--- config.mk ---
export PLATFORM = sky130hd
export DESIGN_NAME = tmrd_scale
export DESIGN_NICKNAME = d
export VERILOG_FILES = /design/src/rtl/core/tmrd_pkg.sv /design/src/rtl/core/tmrd_scale.sv
export SDC_FILE = /design/constraint.sdc
export NUM_CORES = 1
export LEC_CHECK = 0
export BUFFER_PORTS_ARGS = -buffer_cell sky130_fd_sc_hd__buf_2
export CORE_MARGIN = 5
export CORE_UTILIZATION = 30
export DETAILED_ROUTE_END_ITERATION = 8
export PLACE_DENSITY_LB_ADDON = 0.25
export SLEW_MARGIN = 0
export SYNTH_ARGS = -nofsm -noshare
export SYNTH_HDL_FRONTEND = slang
export SYNTH_SLANG_ARGS = --single-unit
export TNS_END_PERCENT = 5
--- constraint.sdc ---
create_clock -name vclk -period 18.8
set_clock_uncertainty 0.1 [all_clocks]
set_input_delay 1.88 -clock vclk [all_inputs]
set_output_delay 1.88 -clock vclk [all_outputs]
set_load 0.02 [all_outputs]
--- src/rtl/core/tmrd_pkg.sv ---
`timescale 1ns / 1ps
// ----------------------------------------------------------------------------
// tmrd_pkg: shared definitions for the ternary multi-term row dot block
// Widths, reset values and register indexes used by the channels, the term
// scaling unit and the top level.
// ----------------------------------------------------------------------------
package tmrd_pkg;

  // Defaults for the top-level parameters.
  localparam int TERMS_DEF     = 8;
  localparam int ACT_WIDTH_DEF = 16;
  localparam int ACC_WIDTH_DEF = 40;

  // Fixed field widths.
  localparam int MASK_WIDTH     = 8;
  localparam int EXP_WIDTH      = 8;
  localparam int COUNT_WIDTH    = 4;
  localparam int TERM_WIDTH     = 60;
  localparam int OUT_WIDTH      = 48;
  localparam int CFG_IDX_WIDTH  = 4;
  localparam int CFG_DATA_WIDTH = 64;

  // Register reset values.
  localparam logic [COUNT_WIDTH-1:0]    ACTIVE_TERMS_RESET = COUNT_WIDTH'(4);
  localparam logic [CFG_DATA_WIDTH-1:0] EXPONENTS_RESET    = '0;

  // Configuration register indexes.
  typedef enum logic [CFG_IDX_WIDTH-1:0] {
    REG_ACTIVE_TERMS = CFG_IDX_WIDTH'(0),
    REG_EXPONENTS    = CFG_IDX_WIDTH'(1)
  } cfg_reg_t;

endpackage

--- src/rtl/core/tmrd_scale.sv ---
`timescale 1ns / 1ps
// ----------------------------------------------------------------------------
// tmrd_scale: power-of-two scaling of one term accumulator
// Shifts a signed accumulator left or arithmetically right by a signed
// exponent and saturates the result to the signed term range.
// ----------------------------------------------------------------------------
module tmrd_scale
  import tmrd_pkg::*;
#(
  parameter int ACC_WIDTH = ACC_WIDTH_DEF
) (
  input  logic signed [ACC_WIDTH-1:0]  acc_value,
  input  logic signed [EXP_WIDTH-1:0]  exponent,
  output logic signed [TERM_WIDTH-1:0] term,
  output logic                         clip
);

  localparam int SH_WIDTH = $clog2(TERM_WIDTH);
  localparam logic signed [TERM_WIDTH-1:0] TERM_MAX = {1'b0, {(TERM_WIDTH-1){1'b1}}};
  localparam logic signed [TERM_WIDTH-1:0] TERM_MIN = {1'b1, {(TERM_WIDTH-1){1'b0}}};

  logic signed [TERM_WIDTH-1:0] ext;
  logic signed [TERM_WIDTH-1:0] right_val;
  logic signed [TERM_WIDTH-1:0] left_val;
  logic signed [TERM_WIDTH-1:0] fit_chk;
  logic [EXP_WIDTH-1:0]         right_amt;
  logic [SH_WIDTH-1:0]          left_amt;
  logic [SH_WIDTH-1:0]          fit_amt;
  logic                         big_left;
  logic                         fits;
  logic                         is_neg;

  assign ext    = TERM_WIDTH'(acc_value);
  assign is_neg = acc_value[ACC_WIDTH-1];

  // Right shift: amounts past the width fill with the sign, as required.
  assign right_amt = $unsigned(-exponent);
  assign right_val = ext >>> right_amt;

  // Left shift: the value fits when everything above the kept bits is sign.
  assign big_left = (exponent >= EXP_WIDTH'(TERM_WIDTH));
  assign left_amt = exponent[SH_WIDTH-1:0];
  assign left_val = ext <<< left_amt;
  assign fit_amt  = SH_WIDTH'(TERM_WIDTH - 1) - left_amt;
  assign fit_chk  = ext >>> fit_amt;
  assign fits     = (&fit_chk) || (~|fit_chk);

  // Select the shift direction and apply the term-range clamp.
  always_comb begin
    term = left_val;
    clip = 1'b0;
    if (exponent[EXP_WIDTH-1]) begin
      term = right_val;
    end else if (big_left) begin
      clip = |acc_value;
      if (!(|acc_value)) begin
        term = '0;
      end else begin
        term = is_neg ? TERM_MIN : TERM_MAX;
      end
    end else if (!fits) begin
      clip = 1'b1;
      term = is_neg ? TERM_MIN : TERM_MAX;
    end
  end

endmodule

; Word level (Yosys, flattened, before mapping)
; Cells that the tools add are included.
[classes]
n_addsub = 2
n_lt_le_gt_ge = 1
shift = 3
muxes = 8
reduce_logical = 5
[op_table]
columns = op, count
row1 = two-way mux 60 bit, 5
row2 = AND reduction 60 bit, 1
row3 = OR reduction 60 bit, 1
row4 = <<< shifter 40 x 6 -> 60 bit, 1
row5 = >>> shifter 40 x 6 -> 60 bit, 1
row6 = >>> shifter 40 x 8 -> 60 bit, 1
row7 = OR reduction 40 bit, 1
row8 = >= comparator 8 x 7 -> 1 bit (second input constant), 1
row9 = negation 8 bit, 1
row10 = subtractor 6 bit (first input constant), 1
row11 = two-way mux 1 bit, 3
row12 = logical NOT 1 bit, 1
row13 = logical OR 1 bit, 1
[word_totals]
reg_bits = 0
input_bits = 48
output_inout_bits = 61
word_cells = 19

; Logic depth before layout (Yosys ltp)
; Gate-level depths: netlist of the first run.
[depth]
ltp_word = 8
depth_mapped = 21
ltp_nobuf = 12

; Least setup slack after synthesis of the first run
; Ideal clock, no wire load.
[synth_path]
kind = input port to output port
startpoint = in exponent[2]
endpoint = out term[39]
arrival_time_ps = 7025
required_ps = 16820
path_slack_ps = 9795
cell_stages = 18
n_path_buf = 7
cell_sequence = inv_2 clkbuf_1 clkbuf_1 clkbuf_1 clkbuf_1 ha_1 buf_2 buf_2 buf_1 mux4_2 a22oi_1 nand3_1 a221oi_1 nand4_1 or4_1 o32ai_2 nand2_2 o311ai_0
[synth_between]
elab_chain_cells = 8
word_cells_on_any_way = 13
classes_between = 2 x add/sub / 1 x order compare / 3 x shift / 3 x mux / 4 x reduce/logical
[synth_rtl]
columns = item, line
row1 = "start, declared", tmrd_scale.sv:13  ; input logic signed [EXP_WIDTH-1:0] exponent,
row2 = subtractor 6 bit, tmrd_scale.sv:44  ; assign fit_amt = SH_WIDTH'(TERM_WIDTH - 1) - left_amt;
row3 = >>> shifter 40 x 6 -> 60 bit, tmrd_scale.sv:45  ; assign fit_chk = ext >>> fit_amt;
row4 = OR reduction 60 bit, tmrd_scale.sv:46  ; assign fits = (&fit_chk) || (~|fit_chk);
row5 = logical NOT 1 bit, tmrd_scale.sv:46
row6 = logical OR 1 bit, tmrd_scale.sv:46
row7 = two-way mux 60 bit, tmrd_scale.sv:61  ; end else if (!fits) begin
row8 = two-way mux 60 bit, tmrd_scale.sv:54  ; end else if (big_left) begin
row9 = two-way mux 60 bit *, tmrd_scale.sv:52  ; if (exponent[EXP_WIDTH-1]) begin
row10 = "end, declared", tmrd_scale.sv:14  ; output logic signed [TERM_WIDTH-1:0] term,
; Every way passes the cells marked *; elsewhere a longest branch is shown, timed or not.

; Worst setup path in the final report of the first run
[layout_path]
startpoint = in exponent[2]
endpoint = out term[45]
; The elaborated chain is that of the path after synthesis.

==> results.tsv, run 1 <==
metric	value	unit
cell types occupying the most area after synthesis	mux4_2 13%, mux2i_1 12%, a21oi_1 8.5%	
Area growth syn-to-layout	6.63	%
critical path class	input port to primary output	
number of placed I/O pins	109	
post-detailed-routing wire length	49.7	mm
final setup fails	0	
Tightest Hold Check Type	input port to primary output	
# nets final	1436	
post-CTS setup-driven buffer insertion count	0	
cell area after technology mapping	9310	um2
number of design rule violations left after detail routing	0	
routed length per instance	27.9	um
ranking of synthesized cells by instance count	202 x nand2_1, 159 x a21oi_1, 121 x nor2_1, 108 x mux2i_1, 105 x clkbuf_1	
Port Buffer Count	109	
Resize count post-CTS	0	
total power consumption of the routed design	0.409	mW
fraction of met1 tracks used by global routing	0.415	
starting DRC count in detailed routing	1972	
Switching Fraction	0.675	
Die H	186	um
proportion of power drawn by combinational gates	1.000	
DR vias	12241	
setup repair after global routing missed its margin	no	
Yosys Warn Count	0	
Worst Setup End Kind	primary output	
Fill cells	3464	
drt pass-1 iters	6	
power per unit of standard cell area	41.2	nW/um2
antenna-violating nets left	0	
placed insts	1779	
relative contribution of the clock network to total power	0	
P_leak	3.64	nW
Remaining Overflow, GRT	0	
sequential area share after synthesis	0	
startpoint class of the critical path	input port	
number of hold violations in the final report	0	
total number of placement rows	64	
Avg Cell Area, Syn	6.62	um2
global-route wire length before repair	73.2	mm
routability congestion estimate from global placement	1.03	
area of the placeable core	30600	um2
post-cts hold buffer count	0	
status	finished clean	
cell with the most instances after synthesis	nand2_1	
worst IR drop on VDD	0.0164	mV
endpoint required time on the critical path	16.82	ns
share of final-layout standard cells stronger than drive strength 1	0.191	
Chip Width	186	um
number of max-slew violations in the final report	0	
largest fanout on the critical path	65	
Post-Synthesis Net Count	1457	
finished layout cell area	9920	um2
cell internal power dissipation	0.133	mW
# clk buffers	0	
Die Footprint	34600	um2
standard cell area after detailed placement	9920	um2
estimated wirelength of the detail-placed design	37.9	mm
met2 GRT Util	0.408	
Reg power frac	0	
FFs & Latches	0	
drt via density	6.88	
fin crit period	9.99	ns
global-route usage over all layers	0.273	
final critical-path share of the clock period	0.531	
maximum number of pins on one net before global-route repair	68	
number of antenna violations at the first check in global routing	1	
endpoint arrival time on the critical path	8.01	ns
Unique masters post-synth	82	
Fmax	100	MHz
Max transition margin	0.257	
Final Non-Filler Cells	1780	
last element of the critical path	term[45]	
Most Crowded Layer GR	met1	
initial cell density of the core	0.304	
transition time at the pin with the least slew margin	1.11	ns
number of global-route vias before repair	11111	
top-area cell type share of the netlist area	0.131	
register area	0	um2
number of cells produced by synthesis	1406	
launching instance or port of the critical path	exponent[2]	
met3 track demand over resource in global routing	0.0449	
Net Switching	0.276	mW
cell accounting for the most synthesized area	mux4_2	
final-layout setup total negative slack	0	ns
number of maximum-capacitance constraint violations	0	
critical path, cell delays in order:
cell	delay [ns]
buf_4	0.34
buf_4	0.43
inv_2	0.07
ha_2	0.31
buf_4	0.55
nor2b_1	0.60
a221oi_1	0.21
a2111oi_0	0.73
nor3_1	0.09
nand4_1	0.15
nor4_1	0.07
a221oi_1	0.95
nand3_1	0.90
o311ai_0	0.39
buf_2	0.25
area by class of cell:
type	instances	area [um2]	area share
Tap cell	396	495	0.0499
Antenna cell	1	2.50	0.000252
Timing Repair Buffer	137	763	0.0769
Multi-Input combinational cell	1233	8610	0.868
Inverter	13	48.8	0.00492
placed cells by master, fill, tap and decap left out, drive strengths merged, types with 31 or more instances in the layout:
master and instances:
o21ai 99, a31oi 48, a211oi 31, nor2 121
mux2i 108, nand2 203, mux4 54, buf 137
a21oi 159, mux2 45
metal layers:
layer | share of wire | vias up
met3 | 0.11 | 94
li1 | - | 5394
met4 | 0.027 | 0
met1 | 0.44 | 5931
met2 | 0.42 | 822
met5 | 0 | -
kinds of logic after synthesis:
logic type | Yosys count | share of synthesized area
fa+ha+maj | 3 | 0.00403
mux | 207 | 0.301
xor+xnor | 13 | 0.0122
compound gates | 541 | 0.376
buf+inv | 173 | 0.0811
simple gates | 469 | 0.225
through the flow:
stage                      util  setup WS (ns)  hold WS [ns]
after floorplan               -           9.79          4.05
after global placement    0.324           9.18          4.29
after detailed placement  0.324           9.01          4.29
after CTS                 0.324           9.00          4.30
after global routing      0.324           8.43          4.31
final                     0.324           8.81          4.30
power by group through the flow:
stage | Sequential, mW | Combinational (mW) | Clock (mW)
finish | 0 | 0.409 | 0.00000000712
global route | 0 | 0.430 | 0.00000000712
CTS | 0 | 0.394 | 0
detailed placement | 0 | 0.393 | 0
global placement | 0 | 0.397 | 0
floorplan | 0 | 0.265 | 0
worst min-delay path by stage:
stage          cells past startpoint         start  slack [ns]  endpoint
2_1_floorplan                      4  acc_value[0]        4.05   term[0]
3_3_place_gp                       5   exponent[6]        4.29  term[21]
3_5_place_dp                       5   exponent[6]        4.29  term[21]
4_1_cts                            5   exponent[6]        4.30  term[21]
5_1_grt                            5   exponent[6]        4.31  term[21]
6_report                           5   exponent[6]        4.30  term[21]
(Power assumes the default switching activity.)
==> run 2, diff against run 1 <==
==> constraint.sdc (replaced) <==
create_clock -name vclk -period 8.65
set_clock_uncertainty 0.1 [all_clocks]
set_input_delay 0.865 -clock vclk [all_inputs]
set_output_delay 0.865 -clock vclk [all_outputs]
set_load 0.02 [all_outputs]
==> run 2 against run 1 <==
Global-route usage decreased by 0.63 points. Via count decreased by 0.52%. Power increased by 120%. Clock-buffer cell count unchanged. Cell count increased by 0.22%. Core utilization increased by 0.074 points. Die area unchanged. Combinational power increased by 120%. Cell area increased by 0.23%. First-iteration DRC count increased by 1.3%. Critical path depth decreased by 1. Worst setup slack got worse by 7.3 ns. Critical endpoint is now term[27]. Largest cell class unchanged. Highest routed layer unchanged.
==> results.tsv, run 2 (synthesized netlist as in run 1, its figures left out) <==
metric	value	unit	change
share of final-layout standard cells stronger than drive strength 1	0.193		+0.00161
post-CTS setup-driven buffer insertion count	0		unchanged
Switching Fraction	0.670		-0.00419
FFs & Latches	0		unchanged
post-detailed-routing wire length	48.7	mm	-2.0%
worst stage delay on the critical path	0.70	ns	-0.25 ns
status	finished clean		
global-route wire length before repair	71.5	mm	-2.3%
Die H	186	um	unchanged
antenna-violating nets left	0		unchanged
Remaining Overflow, GRT	0		unchanged
proportion of power drawn by combinational gates	1.000		about the same
Worst Path Buf+Inv	5		unchanged
minimum hold slack	2.29	ns	-2.01 ns
last element of the critical path	term[27]		
number of placed I/O pins	109		unchanged
Die Footprint	34600	um2	unchanged
cell internal power dissipation	0.291	mW	+120%
Port Buffer Count	109		unchanged
drt pass-1 iters	6		unchanged
final setup fails	0		unchanged
area of the placeable core	30600	um2	unchanged
Reg power frac	0		unchanged
initial cell density of the core	0.304		unchanged
endpoint arrival time on the critical path	6.17	ns	-1.84 ns
transition time at the pin with the least slew margin	1.20	ns	+0.0811 ns
starting DRC count in detailed routing	1998		+1.3%
list of cells traversed by the critical path	buf_4 -> inv_2 -> buf_4 -> and2_0 -> a311oi_1 -> a311oi_1 -> nor3_1 -> nand4_1 -> or4_1 -> o32ai_4 -> buf_4 -> nand3_2 -> o211ai_1 -> buf_2		
Resize count post-CTS	0		unchanged
path length in cells of the critical path	14		-1
relative contribution of the clock network to total power	0		unchanged
final critical-path share of the clock period	0.825		
cell family with the largest share of critical-path delay	buffers and inverters		
setup repair after global routing missed its margin	no		
total number of placement rows	64		unchanged
global-route usage over all layers	0.266		-0.00630
number of design rule violations left after detail routing	0		unchanged
startpoint class of the critical path	input port		
endpoint required time on the critical path	7.69	ns	-9.13 ns
number of max-slew violations in the final report	0		unchanged
leading cell type in the layout, fill and taps excluded	nand2_1		
multi-input combinational cell area	8610	um2	about the same
power per unit of standard cell area	88.9	nW/um2	+120%
register area	0	um2	unchanged
Worst Setup End Kind	primary output		
P_leak	3.65	nW	+0.39%
worst IR drop on VDD	0.0515	mV	+210%
total power consumption of the routed design	0.884	mW	+120%
Net Switching	0.593	mW	+110%
Fill cells	3460		-0.12%
Area growth syn-to-layout	6.87	%	
post-cts hold buffer count	0		unchanged
drt via density	6.83		-0.75%
number of antenna violations at the first check in global routing	1		unchanged
Chip Width	186	um	unchanged
Hold Path Depth	5		unchanged
# nets final	1440		+0.28%
estimated wirelength of the detail-placed design	37.3	mm	-1.6%
critical path class	input port to primary output		
number of hold violations in the final report	0		unchanged
number of global-route vias before repair	10904		-1.9%
number of maximum-capacitance constraint violations	0		unchanged
largest fanout on the critical path	79		+22%
final-layout setup total negative slack	0	ns	unchanged
DP Worst Slack	1.61	ns	-7.39 ns
most frequent CP cell	buf_4		
Fmax	140	MHz	
post-layout worst setup margin	1.52	ns	-7.29 ns
most frequent cells in the layout	202 x nand2_1, 159 x a21oi_1, 121 x nor2_1		
# clk buffers	0		unchanged
routability congestion estimate from global placement	0.995		-3.3%
Max transition margin	0.199		-0.0580
launching instance or port of the critical path	exponent[0]		
DR vias	12177		-0.52%
routed length per instance	27.3	um	-2.2%
fin crit period	7.13	ns	
cell at the slowest stage of the critical path	buf_4		
maximum number of pins on one net before global-route repair	80		+18%
Tightest Hold Check Type	input port to primary output		
-- run 2: power groups by stage --
stage                     combinational (mW)  sequential [mW]    clock [mW]
after floorplan                        0.577                0             0
after global placement                 0.858                0             0
after detailed placement               0.851                0             0
after CTS                              0.854                0             0
after global routing                   0.934                0  0.0000000155
final                                  0.884                0  0.0000000155
-- run 2: per-stage QoR --
| step | util | std cells | cell area, um2 |
|---|---|---|---|
| 2_1_floorplan | - | 1406 | 9310 |
| 3_3_place_gp | 0.325 | 1783 | 9940 |
| 3_5_place_dp | 0.325 | 1783 | 9940 |
| 4_1_cts | 0.325 | 1783 | 9940 |
| 5_1_grt | 0.325 | 1784 | 9950 |
| 6_report | 0.325 | 1784 | 9950 |
-- run 2: layout make-up --
type / instances / share of cell area
Antenna cell: 1 / 0.000252
Inverter: 13 / 0.00491
Multi-Input combinational cell: 1233 / 0.865
Tap cell: 396 / 0.0498
Timing Repair Buffer: 141 / 0.0797
-- run 2: layer usage --
layer	up-vias	global-route usage	part of all wire
met5	-	0	0
met2	806	0.394	0.42
met1	5890	0.411	0.45
met4	0	0.0469	0.024
met3	77	0.0416	0.11
li1	5404	-	-
-- run 2: worst min path at each step --
stage | end | slack [ns] | start
floorplan | term[0] | 2.02 | acc_value[0]
global placement | term[21] | 2.29 | exponent[6]
detailed placement | term[21] | 2.28 | exponent[6]
CTS | term[21] | 2.29 | exponent[6]
global route | term[21] | 2.33 | exponent[6]
finish | term[21] | 2.29 | exponent[6]
-- run 2: tightest hold or removal path: cells and delay by family --
family | cells | cell delay, ns
compound gates | 1 | 0.07
simple gates | 2 | 0.18
buf+inv | 2 | 0.40
